$ cat src/qat_pkg.sv
// Package: shared types, character codes and option bits of the argument tokenizer.
`timescale 1ns / 1ps

package qat_pkg;

    // Character codes
    localparam logic [7:0] CH_TAB    = 8'd9;
    localparam logic [7:0] CH_LF     = 8'd10;
    localparam logic [7:0] CH_CR     = 8'd13;
    localparam logic [7:0] CH_SPACE  = 8'd32;
    localparam logic [7:0] CH_DQUOTE = 8'd34;
    localparam logic [7:0] CH_HASH   = 8'd35;
    localparam logic [7:0] CH_SQUOTE = 8'd39;
    localparam logic [7:0] CH_LPAREN = 8'd40;
    localparam logic [7:0] CH_RPAREN = 8'd41;
    localparam logic [7:0] CH_COMMA  = 8'd44;
    localparam logic [7:0] CH_LBRACE = 8'd123;
    localparam logic [7:0] CH_RBRACE = 8'd125;

    // Option register bit positions
    localparam int OPT_QUOTES = 0;
    localparam int OPT_STRIP  = 1;
    localparam int OPT_CURLY  = 2;
    localparam int OPT_COMMAS = 3;
    localparam int OPT_W      = 4;

    // Default depth of the queue between classifier and state unit
    localparam int QUEUE_DEPTH_DEF = 4;

    // Character class after the options are applied
    typedef enum logic [2:0] {
        CLS_NORMAL = 3'd0,
        CLS_DROP   = 3'd1,
        CLS_DELIM  = 3'd2,
        CLS_EOL    = 3'd3,
        CLS_DQUOTE = 3'd4,
        CLS_SQUOTE = 3'd5,
        CLS_LBRACE = 3'd6,
        CLS_RBRACE = 3'd7
    } t_cls;

    // Quoting state, one-hot
    typedef enum logic [3:0] {
        QM_NONE   = 4'b0001,
        QM_DOUBLE = 4'b0010,
        QM_SINGLE = 4'b0100,
        QM_BRACE  = 4'b1000
    } t_qmode;

    // Classified beat travelling through the queue
    typedef struct packed {
        t_cls       cls;
        logic [7:0] ch;
        logic       last;
    } t_item;

endpackage

$ cat src/qat_front.sv
// Front classifier: maps each character to its class under the current options.
`timescale 1ns / 1ps

module qat_front (
    input  logic [7:0]               i_char_code,
    input  logic                     i_last_in_line,
    input  logic [qat_pkg::OPT_W-1:0] i_options,
    output qat_pkg::t_item           o_item
);

    qat_pkg::t_cls w_cls;

    // Decode the character; options fold quote, brace, comma and paren handling in
    always_comb begin
        case (i_char_code)
            qat_pkg::CH_LF, qat_pkg::CH_CR, qat_pkg::CH_HASH: begin
                w_cls = qat_pkg::CLS_EOL;
            end
            qat_pkg::CH_COMMA: begin
                w_cls = i_options[qat_pkg::OPT_COMMAS] ? qat_pkg::CLS_NORMAL
                                                       : qat_pkg::CLS_DELIM;
            end
            qat_pkg::CH_TAB, qat_pkg::CH_SPACE: begin
                w_cls = qat_pkg::CLS_DELIM;
            end
            qat_pkg::CH_DQUOTE: begin
                w_cls = i_options[qat_pkg::OPT_QUOTES] ? qat_pkg::CLS_DQUOTE
                                                       : qat_pkg::CLS_DROP;
            end
            qat_pkg::CH_SQUOTE: begin
                w_cls = i_options[qat_pkg::OPT_QUOTES] ? qat_pkg::CLS_SQUOTE
                                                       : qat_pkg::CLS_DROP;
            end
            qat_pkg::CH_LBRACE: begin
                w_cls = i_options[qat_pkg::OPT_CURLY] ? qat_pkg::CLS_LBRACE
                                                      : qat_pkg::CLS_NORMAL;
            end
            qat_pkg::CH_RBRACE: begin
                w_cls = i_options[qat_pkg::OPT_CURLY] ? qat_pkg::CLS_RBRACE
                                                      : qat_pkg::CLS_NORMAL;
            end
            qat_pkg::CH_LPAREN, qat_pkg::CH_RPAREN: begin
                w_cls = i_options[qat_pkg::OPT_STRIP] ? qat_pkg::CLS_DROP
                                                      : qat_pkg::CLS_NORMAL;
            end
            default: begin
                w_cls = qat_pkg::CLS_NORMAL;
            end
        endcase
    end

    assign o_item.cls  = w_cls;
    assign o_item.ch   = i_char_code;
    assign o_item.last = i_last_in_line;

endmodule

$ cat src/qat_queue.sv
// Short queue of classified beats between the classifier and the state unit.
`timescale 1ns / 1ps

module qat_queue #(
    parameter int DEPTH = qat_pkg::QUEUE_DEPTH_DEF
) (
    input  logic           i_clk,
    input  logic           i_rst_n,
    input  logic           i_push,
    input  qat_pkg::t_item i_item,
    output logic           o_full,
    input  logic           i_pop,
    output logic           o_empty,
    output qat_pkg::t_item o_item
);

    localparam int PW = (DEPTH > 1) ? $clog2(DEPTH) : 1;
    localparam int CW = $clog2(DEPTH + 1);
    localparam logic [PW-1:0] PTR_LAST = PW'(DEPTH - 1);
    localparam logic [CW-1:0] CNT_FULL = CW'(DEPTH);

    qat_pkg::t_item r_mem [DEPTH];
    logic [PW-1:0]  r_wr_ptr, n_wr_ptr;
    logic [PW-1:0]  r_rd_ptr, n_rd_ptr;
    logic [CW-1:0]  r_count,  n_count;

    assign o_full  = (r_count == CNT_FULL);
    assign o_empty = (r_count == '0);
    assign o_item  = r_mem[r_rd_ptr];

    // Advance pointers with wrap at the depth
    always_comb begin
        n_wr_ptr = r_wr_ptr;
        n_rd_ptr = r_rd_ptr;
        n_count  = r_count;
        if (i_push) begin
            n_wr_ptr = (r_wr_ptr == PTR_LAST) ? '0 : r_wr_ptr + 1'b1;
        end
        if (i_pop) begin
            n_rd_ptr = (r_rd_ptr == PTR_LAST) ? '0 : r_rd_ptr + 1'b1;
        end
        if (i_push && !i_pop) begin
            n_count = r_count + 1'b1;
        end else if (!i_push && i_pop) begin
            n_count = r_count - 1'b1;
        end
    end

    always_ff @(posedge i_clk) begin
        if (!i_rst_n) begin
            r_wr_ptr <= '0;
            r_rd_ptr <= '0;
            r_count  <= '0;
        end else begin
            r_wr_ptr <= n_wr_ptr;
            r_rd_ptr <= n_rd_ptr;
            r_count  <= n_count;
        end
    end

    // Store the beat
    always_ff @(posedge i_clk) begin
        if (i_push) begin
            r_mem[r_wr_ptr] <= i_item;
        end
    end

endmodule

$ cat src/qat_back.sv
// Back state unit: quoting state, argument tracking and the registered result beat.
`timescale 1ns / 1ps

module qat_back (
    input  logic           i_clk,
    input  logic           i_rst_n,
    input  logic           i_empty,
    input  qat_pkg::t_item i_item,
    output logic           o_pop,
    output logic           o_out_valid,
    input  logic           i_out_ready,
    output logic           o_append_valid,
    output logic [7:0]     o_append_char,
    output logic           o_token_end,
    output logic           o_token_kept,
    output logic           o_line_end
);

    qat_pkg::t_qmode r_qmode, n_qmode;
    logic            r_nonempty, n_nonempty;
    logic            r_had_quotes, n_had_quotes;
    logic            r_skip, n_skip;
    logic            r_out_valid;
    logic            r_app, r_end, r_kept, r_eol;
    logic [7:0]      r_char;

    logic            w_app, w_done, w_eol, w_end, w_kept, w_line;
    qat_pkg::t_qmode w_mine;
    logic            w_quoting;

    // Take the next beat when the result register is free or being drained
    assign o_pop = !i_empty && (!r_out_valid || i_out_ready);

    assign w_quoting = (r_qmode != qat_pkg::QM_NONE);
    assign w_mine    = (i_item.cls == qat_pkg::CLS_DQUOTE) ? qat_pkg::QM_DOUBLE
                                                           : qat_pkg::QM_SINGLE;

    // Per-class state update
    always_comb begin
        n_qmode      = r_qmode;
        n_nonempty   = r_nonempty;
        n_had_quotes = r_had_quotes;
        n_skip       = r_skip;
        w_app        = 1'b0;
        w_done       = 1'b0;
        w_eol        = 1'b0;
        w_end        = 1'b0;
        w_kept       = 1'b0;
        w_line       = 1'b0;
        if (r_skip) begin
            // Drop the rest of the line; clear on its last character
            if (i_item.last) begin
                n_skip       = 1'b0;
                n_qmode      = qat_pkg::QM_NONE;
                n_nonempty   = 1'b0;
                n_had_quotes = 1'b0;
            end
        end else begin
            case (i_item.cls)
                qat_pkg::CLS_EOL: begin
                    w_done = 1'b1;
                    w_eol  = 1'b1;
                end
                qat_pkg::CLS_DELIM: begin
                    if (w_quoting) begin
                        w_app = 1'b1;
                    end else if (r_nonempty) begin
                        w_done = 1'b1;
                    end
                end
                qat_pkg::CLS_DQUOTE, qat_pkg::CLS_SQUOTE: begin
                    if (!w_quoting) begin
                        n_qmode = w_mine;
                    end else if (r_qmode == w_mine) begin
                        n_qmode      = qat_pkg::QM_NONE;
                        n_had_quotes = 1'b1;
                        w_done       = 1'b1;
                    end else begin
                        w_app = 1'b1;
                    end
                end
                qat_pkg::CLS_LBRACE: begin
                    w_app   = w_quoting;
                    n_qmode = qat_pkg::QM_BRACE;
                end
                qat_pkg::CLS_RBRACE: begin
                    if (r_qmode == qat_pkg::QM_BRACE) begin
                        n_qmode = qat_pkg::QM_NONE;
                    end else begin
                        w_app = w_quoting;
                    end
                end
                qat_pkg::CLS_DROP: begin
                    w_app = 1'b0;
                end
                qat_pkg::CLS_NORMAL: begin
                    w_app = 1'b1;
                end
                default: begin
                    w_app = 1'b0;
                end
            endcase
            if (w_app) begin
                n_nonempty = 1'b1;
            end
            // Close the argument on a terminator or the final character
            if (w_done || i_item.last) begin
                w_end        = 1'b1;
                w_kept       = n_nonempty || n_had_quotes;
                n_qmode      = qat_pkg::QM_NONE;
                n_nonempty   = 1'b0;
                n_had_quotes = 1'b0;
            end
            w_line = w_eol || i_item.last;
            if (w_eol && !i_item.last) begin
                n_skip = 1'b1;
            end
        end
    end

    // State and result valid
    always_ff @(posedge i_clk) begin
        if (!i_rst_n) begin
            r_qmode      <= qat_pkg::QM_NONE;
            r_nonempty   <= 1'b0;
            r_had_quotes <= 1'b0;
            r_skip       <= 1'b0;
            r_out_valid  <= 1'b0;
        end else begin
            if (o_pop) begin
                r_qmode      <= n_qmode;
                r_nonempty   <= n_nonempty;
                r_had_quotes <= n_had_quotes;
                r_skip       <= n_skip;
            end
            if (o_pop) begin
                r_out_valid <= 1'b1;
            end else if (i_out_ready) begin
                r_out_valid <= 1'b0;
            end
        end
    end

    // Result payload
    always_ff @(posedge i_clk) begin
        if (o_pop) begin
            r_app  <= w_app;
            r_char <= w_app ? i_item.ch : 8'd0;
            r_end  <= w_end;
            r_kept <= w_kept;
            r_eol  <= w_line;
        end
    end

    assign o_out_valid    = r_out_valid;
    assign o_append_valid = r_app;
    assign o_append_char  = r_char;
    assign o_token_end    = r_end;
    assign o_token_kept   = r_kept;
    assign o_line_end     = r_eol;

endmodule

$ cat src/quoted_argument_tokenizer_unit.sv
// Top level of the quoted argument tokenizer: classifier, queue and state unit.
`timescale 1ns / 1ps

// Takes one character of a text line per beat and returns one result beat per
// character: whether it joins the current argument, whether the argument ends
// and is kept, and whether the line is over. Throughput is one character per
// clock while the result side keeps up. A character's result goes through the
// queue and then the result register before it is offered. The queue of
// QUEUE_DEPTH beats lets input keep flowing while the result side stalls, and
// input ready drops only when the queue is full. The option register is
// written through the config channel, which is always ready; write it only
// while no characters are in flight.

module quoted_argument_tokenizer_unit #(
    parameter int QUEUE_DEPTH = qat_pkg::QUEUE_DEPTH_DEF
) (
    input  logic                      i_clk,
    input  logic                      i_rst_n,
    input  logic                      i_cfg_valid,
    output logic                      o_cfg_ready,
    input  logic [qat_pkg::OPT_W-1:0] i_cfg_option_bits,
    input  logic                      i_in_valid,
    output logic                      o_in_ready,
    input  logic [7:0]                i_char_code,
    input  logic                      i_last_in_line,
    output logic                      o_out_valid,
    input  logic                      i_out_ready,
    output logic                      o_append_valid,
    output logic [7:0]                o_append_char,
    output logic                      o_token_end,
    output logic                      o_token_kept,
    output logic                      o_line_end
);

    logic [qat_pkg::OPT_W-1:0] r_options;
    qat_pkg::t_item            w_front_item;
    qat_pkg::t_item            w_queue_item;
    logic                      w_full, w_empty, w_pop, w_push;

    // Option register
    assign o_cfg_ready = 1'b1;
    always_ff @(posedge i_clk) begin
        if (!i_rst_n) begin
            r_options <= '0;
        end else if (i_cfg_valid) begin
            r_options <= i_cfg_option_bits;
        end
    end

    assign o_in_ready = !w_full;
    assign w_push     = i_in_valid && !w_full;

    qat_front u_front (
        .i_char_code    (i_char_code),
        .i_last_in_line (i_last_in_line),
        .i_options      (r_options),
        .o_item         (w_front_item)
    );

    qat_queue #(
        .DEPTH (QUEUE_DEPTH)
    ) u_queue (
        .i_clk   (i_clk),
        .i_rst_n (i_rst_n),
        .i_push  (w_push),
        .i_item  (w_front_item),
        .o_full  (w_full),
        .i_pop   (w_pop),
        .o_empty (w_empty),
        .o_item  (w_queue_item)
    );

    qat_back u_back (
        .i_clk          (i_clk),
        .i_rst_n        (i_rst_n),
        .i_empty        (w_empty),
        .i_item         (w_queue_item),
        .o_pop          (w_pop),
        .o_out_valid    (o_out_valid),
        .i_out_ready    (i_out_ready),
        .o_append_valid (o_append_valid),
        .o_append_char  (o_append_char),
        .o_token_end    (o_token_end),
        .o_token_kept   (o_token_kept),
        .o_line_end     (o_line_end)
    );

    // A kept argument is always an ended one
    a_kept_needs_end: assert property (@(posedge i_clk) disable iff (!i_rst_n)
        o_out_valid |-> (!o_token_kept || o_token_end))
        else $error("token_kept without token_end");

    // A character that is not appended is reported as zero
    a_char_zero: assert property (@(posedge i_clk) disable iff (!i_rst_n)
        (o_out_valid && !o_append_valid) |-> (o_append_char == 8'd0))
        else $error("append_char nonzero without append_valid");

    // A full queue never takes another beat
    a_no_push_full: assert property (@(posedge i_clk) disable iff (!i_rst_n)
        w_full |-> !w_push)
        else $error("push into full queue");

endmodule
$ cat config.mk
export PLATFORM = sky130hd
export DESIGN_NAME = quoted_argument_tokenizer_unit
export DESIGN_NICKNAME = d
export VERILOG_FILES = /design/src/qat_pkg.sv /design/src/qat_front.sv /design/src/qat_queue.sv /design/src/qat_back.sv /design/src/quoted_argument_tokenizer_unit.sv
export SDC_FILE = /design/constraint.sdc
export NUM_CORES = 1
export LEC_CHECK = 0
export ABC_AREA = 1
export BUFFER_PORTS_ARGS = -buffer_cell sky130_fd_sc_hd__buf_2
export CORE_ASPECT_RATIO = 1.4
export CORE_MARGIN = 5
export CORE_UTILIZATION = 40
export DETAILED_ROUTE_END_ITERATION = 12
export PLACE_DENSITY = 0.63
export RECOVER_POWER = 25
export SYNTH_ARGS = -nofsm -noshare
export SYNTH_HDL_FRONTEND = slang
export SYNTH_SLANG_ARGS = --single-unit
export TNS_END_PERCENT = 10
$ cat constraint.sdc
create_clock -name i_clk -period 5.35 [get_ports i_clk]
set_input_delay 0.2675 -clock i_clk [delete_from_list [all_inputs] [get_ports i_clk]]
set_output_delay 0.2675 -clock i_clk [all_outputs]
set_load 0.02 [all_outputs]
==> results by group <==
Synthesis
  – Top cell type by total area after synthesis: edfxtp_1
  – Synth cell types: 37
  – Ys Warns: 0
  – Post-synthesis compound-gate area fraction: 0.110
  – Most numerous cell in the Yosys netlist: nand2_1
  – Avg Cell Area, Syn: 10.3 sq um
  – Ys async rst share: 0
  – Largest family of logic cells by synthesized area: simple AND/OR/NAND/NOR gates
  – Post-Synth Simple-Gate Area: 0.194
  – Sequential share of the synthesized area: 0.598
  – Synth Net Count: 386
  – Top cells by count, synth: nand2_1 (66), edfxtp_1 (60), inv_1 (43), nor2_1 (38), a21oi_1 (25)
  – Synth top area share: 0.485
  – Adder-Cell Fraction of Synth Area: 0.0256
  – Post-synth EDFFs: 60
  – Synth Area in XOR/XNOR: 0.00236
  – Fraction of synthesized area in multiplexers: 0
  – Cells after Synth: 361
  – Dominant cells by area after synthesis: edfxtp_1 (48%), dfxtp_1 (11%), nand2_1 (6.7%)
  – Number of synthesized register bits: 81
  – Cell Area, Synth: 3720 sq um
  – Most used DFF post-synth: edfxtp_1

Worst setup path
  – Crit path launch type: flop
  – Worst reg-to-reg setup slack: 2.67 ns
  – WP data required: 5.57 ns
  – R2r endpoint: u_queue.r_count[1]$_SDFFE_PN0P_
  – R2r startpoint: u_queue.r_count[1]$_SDFFE_PN0P_
  – CP Max Fanout: 18
  – Critical Setup Path Class: reg2reg
  – R2R depth: 8
  – Worst EP arrival: 2.90 ns
  – Critical Path Sink Type: flop

Clock tree
  – Num CTS Buffers: 9
  – Max Root-Sink Buffers: 2
  – Worst skew pair latency: about 0.33 ns
  – Clk sinks: 81
  – Clock transition at path regs: 0.06 ns
  – CTS tree: built
  – Max H-tree Level: 3
  – Post-CTS Hold Buffers: 0
  – PostCTS Resize Cnt: 0
  – Number of post-CTS setup repair buffers: 0
  – CTS root buf: clkbuf_16

Routing
  – Final ANT Viol Nets: 0
  – Vias per cell: 5.04
  – Via count of the routed design: 2573
  – Pre-Repair DR Iteration Count: 4
  – DRT iter0 DRCs: 121
  – Post-Route WL: 7250 microns
  – Number of remaining DRC errors: 0
  – WL per Instance: approximately 14 microns

STA
  – Clock skew: 0.00690 ns
  – Total negative slack: 0 ns
  – Slew headroom: 0.296
  – Final slew viol count: 0
  – Final setup viols: 0
  – Tcrit/Tclk final: 0.501
  – RSZ-0062 raised after global routing: false
  – Final hold viol count: 0
  – Worst Max-Slew Pin Slew: 1.05 ns
  – Fin crit period: about 2.7 ns
  – Max Fclk: 373 MHz

Die
  – Core area: 9030 sq um
  – I/O Pins: 33
  – Die Ht: 124 microns
  – Initial Utilization: 0.412
  – Cell row count: 41
  – Die extent in x: 91.5 microns
  – Die ar.: 11300 sq um

Power
  – Static Leakage: between 1.5 and 2 nW
  – Pwr Density: between 500 and 600 nW/um^2
  – Peak VDD IR: 0.356 mV

Placed design
  – DP Wirelength: 5080 microns
  – GP Congestion: 0.899
  – Placed cell areas: 3970 sq um
  – I/O Buffers: 31

Finish
  – FILL cells: 857
  – Nets@finish: around 420
  – Layout cells sized above 1: 0.191
  – N_diodes: 0
  – Synth-to-layout area growth: 15.5%
  – Final instance area: 4290 sq um

Hold path
  – Worst hold path depth: 3
  – Worst hold start: i_cfg_option_bits[3]
  – Hold Path Sink: r_options[3]$_SDFFE_PN0P_
  – Hold crit path type: in2reg

Flow run
  – Max cap viols: 0

Global route
  – Initial antenna violation count: 0
  – Vias in the first global route: 2495
  – First-pass GRT wire length: 12200 microns
  – Largest net degree at the start of global routing: 26
  – Total grt overflow: 0
  – Total GRT Usage: 0.140

Status
  – Outcome: finished clean
-- registers in the layout, summed over array words and instances, names as in the netlist, named ones only --
signal,cells
r_options,4
u_queue.r_wr_ptr,2
u_back.o_token_end,1
u_queue.r_count,3
u_back.o_append_char,8
u_back.o_out_valid,1
u_back.o_append_valid,1
u_back.r_nonempty,1
u_queue.r_rd_ptr,2
u_back.o_line_end,1
u_back.o_token_kept,1
u_back.r_had_quotes,1
u_queue.r_mem,48
u_back.r_qmode,4
u_back.r_skip,1
-- through the flow --
step	cells	utilization	total power, W	hold WS (ns)	setup slack (ns)
after floorplan	361	-	0.00170	0.366	3.14
after global placement	495	0.439	0.00190	0.455	2.77
after detailed placement	495	0.439	0.00192	0.466	2.65
after CTS	511	0.477	0.00258	0.145	2.64
after global routing	511	0.475	0.00274	0.164	2.37
final	511	0.475	0.00255	0.162	2.67
-- kinds of logic (layout without fill, tap and decap cells) --
kind of cell	count (synthesis)	count (layout)
xor gates and xnor gates	1	1
AOI/OAI and AO/OA	60	60
DFF	81	81
other	1	1
adders and majority gates	7	7
and+or+nand+nor	155	155
buffers and inverters	56	99
-- where the power goes --
group	total [W]	leakage [nW]	switching (W)	internal, W
Combinational	0.000987	0.855	0.000684	0.000303
Clock	0.000659	0.162	0.000230	0.000430
Sequential	0.000902	0.734	0.0000529	0.000849
Total	0.00255	1.75	0.000967	0.00158
-- metal layers --
layer	wire length [microns]	up-vias	track usage
li1	-	1303	-
met1	2890	1197	0.155
met2	3870	57	0.250
met3	309	16	0.0260
met4	177	0	0.0817
met5	0	-	0
-- worst max-delay path, stage by stage (launching register included) --
cell and delay (ns):
dfxtp_1 0.37, inv_1 0.10, a31oi_2 0.86, inv_1 0.25, ha_1 0.26, inv_1 0.10, fa_1 0.42, o21ai_0 0.15
a21oi_1 0.05
-- placed cells by master (no fill, tap or decap), types with 2 or more instances in the layout --
master | netlist | layout
nand2_1 | 66 | 66
edfxtp_1 | 60 | 60
inv_1 | 43 | 43
nor2_1 | 38 | 38
a21oi_1 | 25 | 25
buf_2 | 0 | 22
dfxtp_1 | 21 | 21
nand3_1 | 16 | 16
o21ai_0 | 14 | 14
clkbuf_16 | 0 | 11
clkbuf_1 | 3 | 10
nand2_2 | 9 | 9
a211oi_2 | 8 | 8
nor3_1 | 7 | 7
nand4_1 | 6 | 6
ha_1 | 6 | 6
buf_4 | 2 | 5
nand2_4 | 4 | 4
nor2_2 | 4 | 4
o211ai_1 | 3 | 3
a31oi_2 | 2 | 2
nor4_1 | 2 | 2
a31oi_1 | 2 | 2
inv_4 | 2 | 2
inv_2 | 2 | 2
-- worst max path at each step --
stage | start | endpoint | depth (start not counted)
after global routing | u_queue.r_count[1]$_SDFFE_PN0P_ | u_queue.r_count[2]$_SDFFE_PN0P_ | 10
after detailed placement | u_queue.r_count[1]$_SDFFE_PN0P_ | u_queue.r_count[1]$_SDFFE_PN0P_ | 8
after CTS | u_queue.r_count[1]$_SDFFE_PN0P_ | u_queue.r_count[1]$_SDFFE_PN0P_ | 8
final | u_queue.r_count[1]$_SDFFE_PN0P_ | u_queue.r_count[1]$_SDFFE_PN0P_ | 8
after floorplan | u_back.o_out_valid$_SDFFE_PN0P_ | u_queue.r_count[1]$_SDFFE_PN0P_ | 9
after global placement | u_queue.r_count[1]$_SDFFE_PN0P_ | u_queue.r_count[1]$_SDFFE_PN0P_ | 8
-- area by class of cell --
type	count	area, sq um	share of cell area
repair buffers	36	181	0.0423
flip-flops and latches	81	2220	0.518
clock buffers	13	293	0.0682
multi-input cells	224	1240	0.288
clock inverters	3	42.5	0.00991
well taps	107	134	0.0312
inverters	47	181	0.0423
Note: power is estimated with default switching activity, not from simulation.
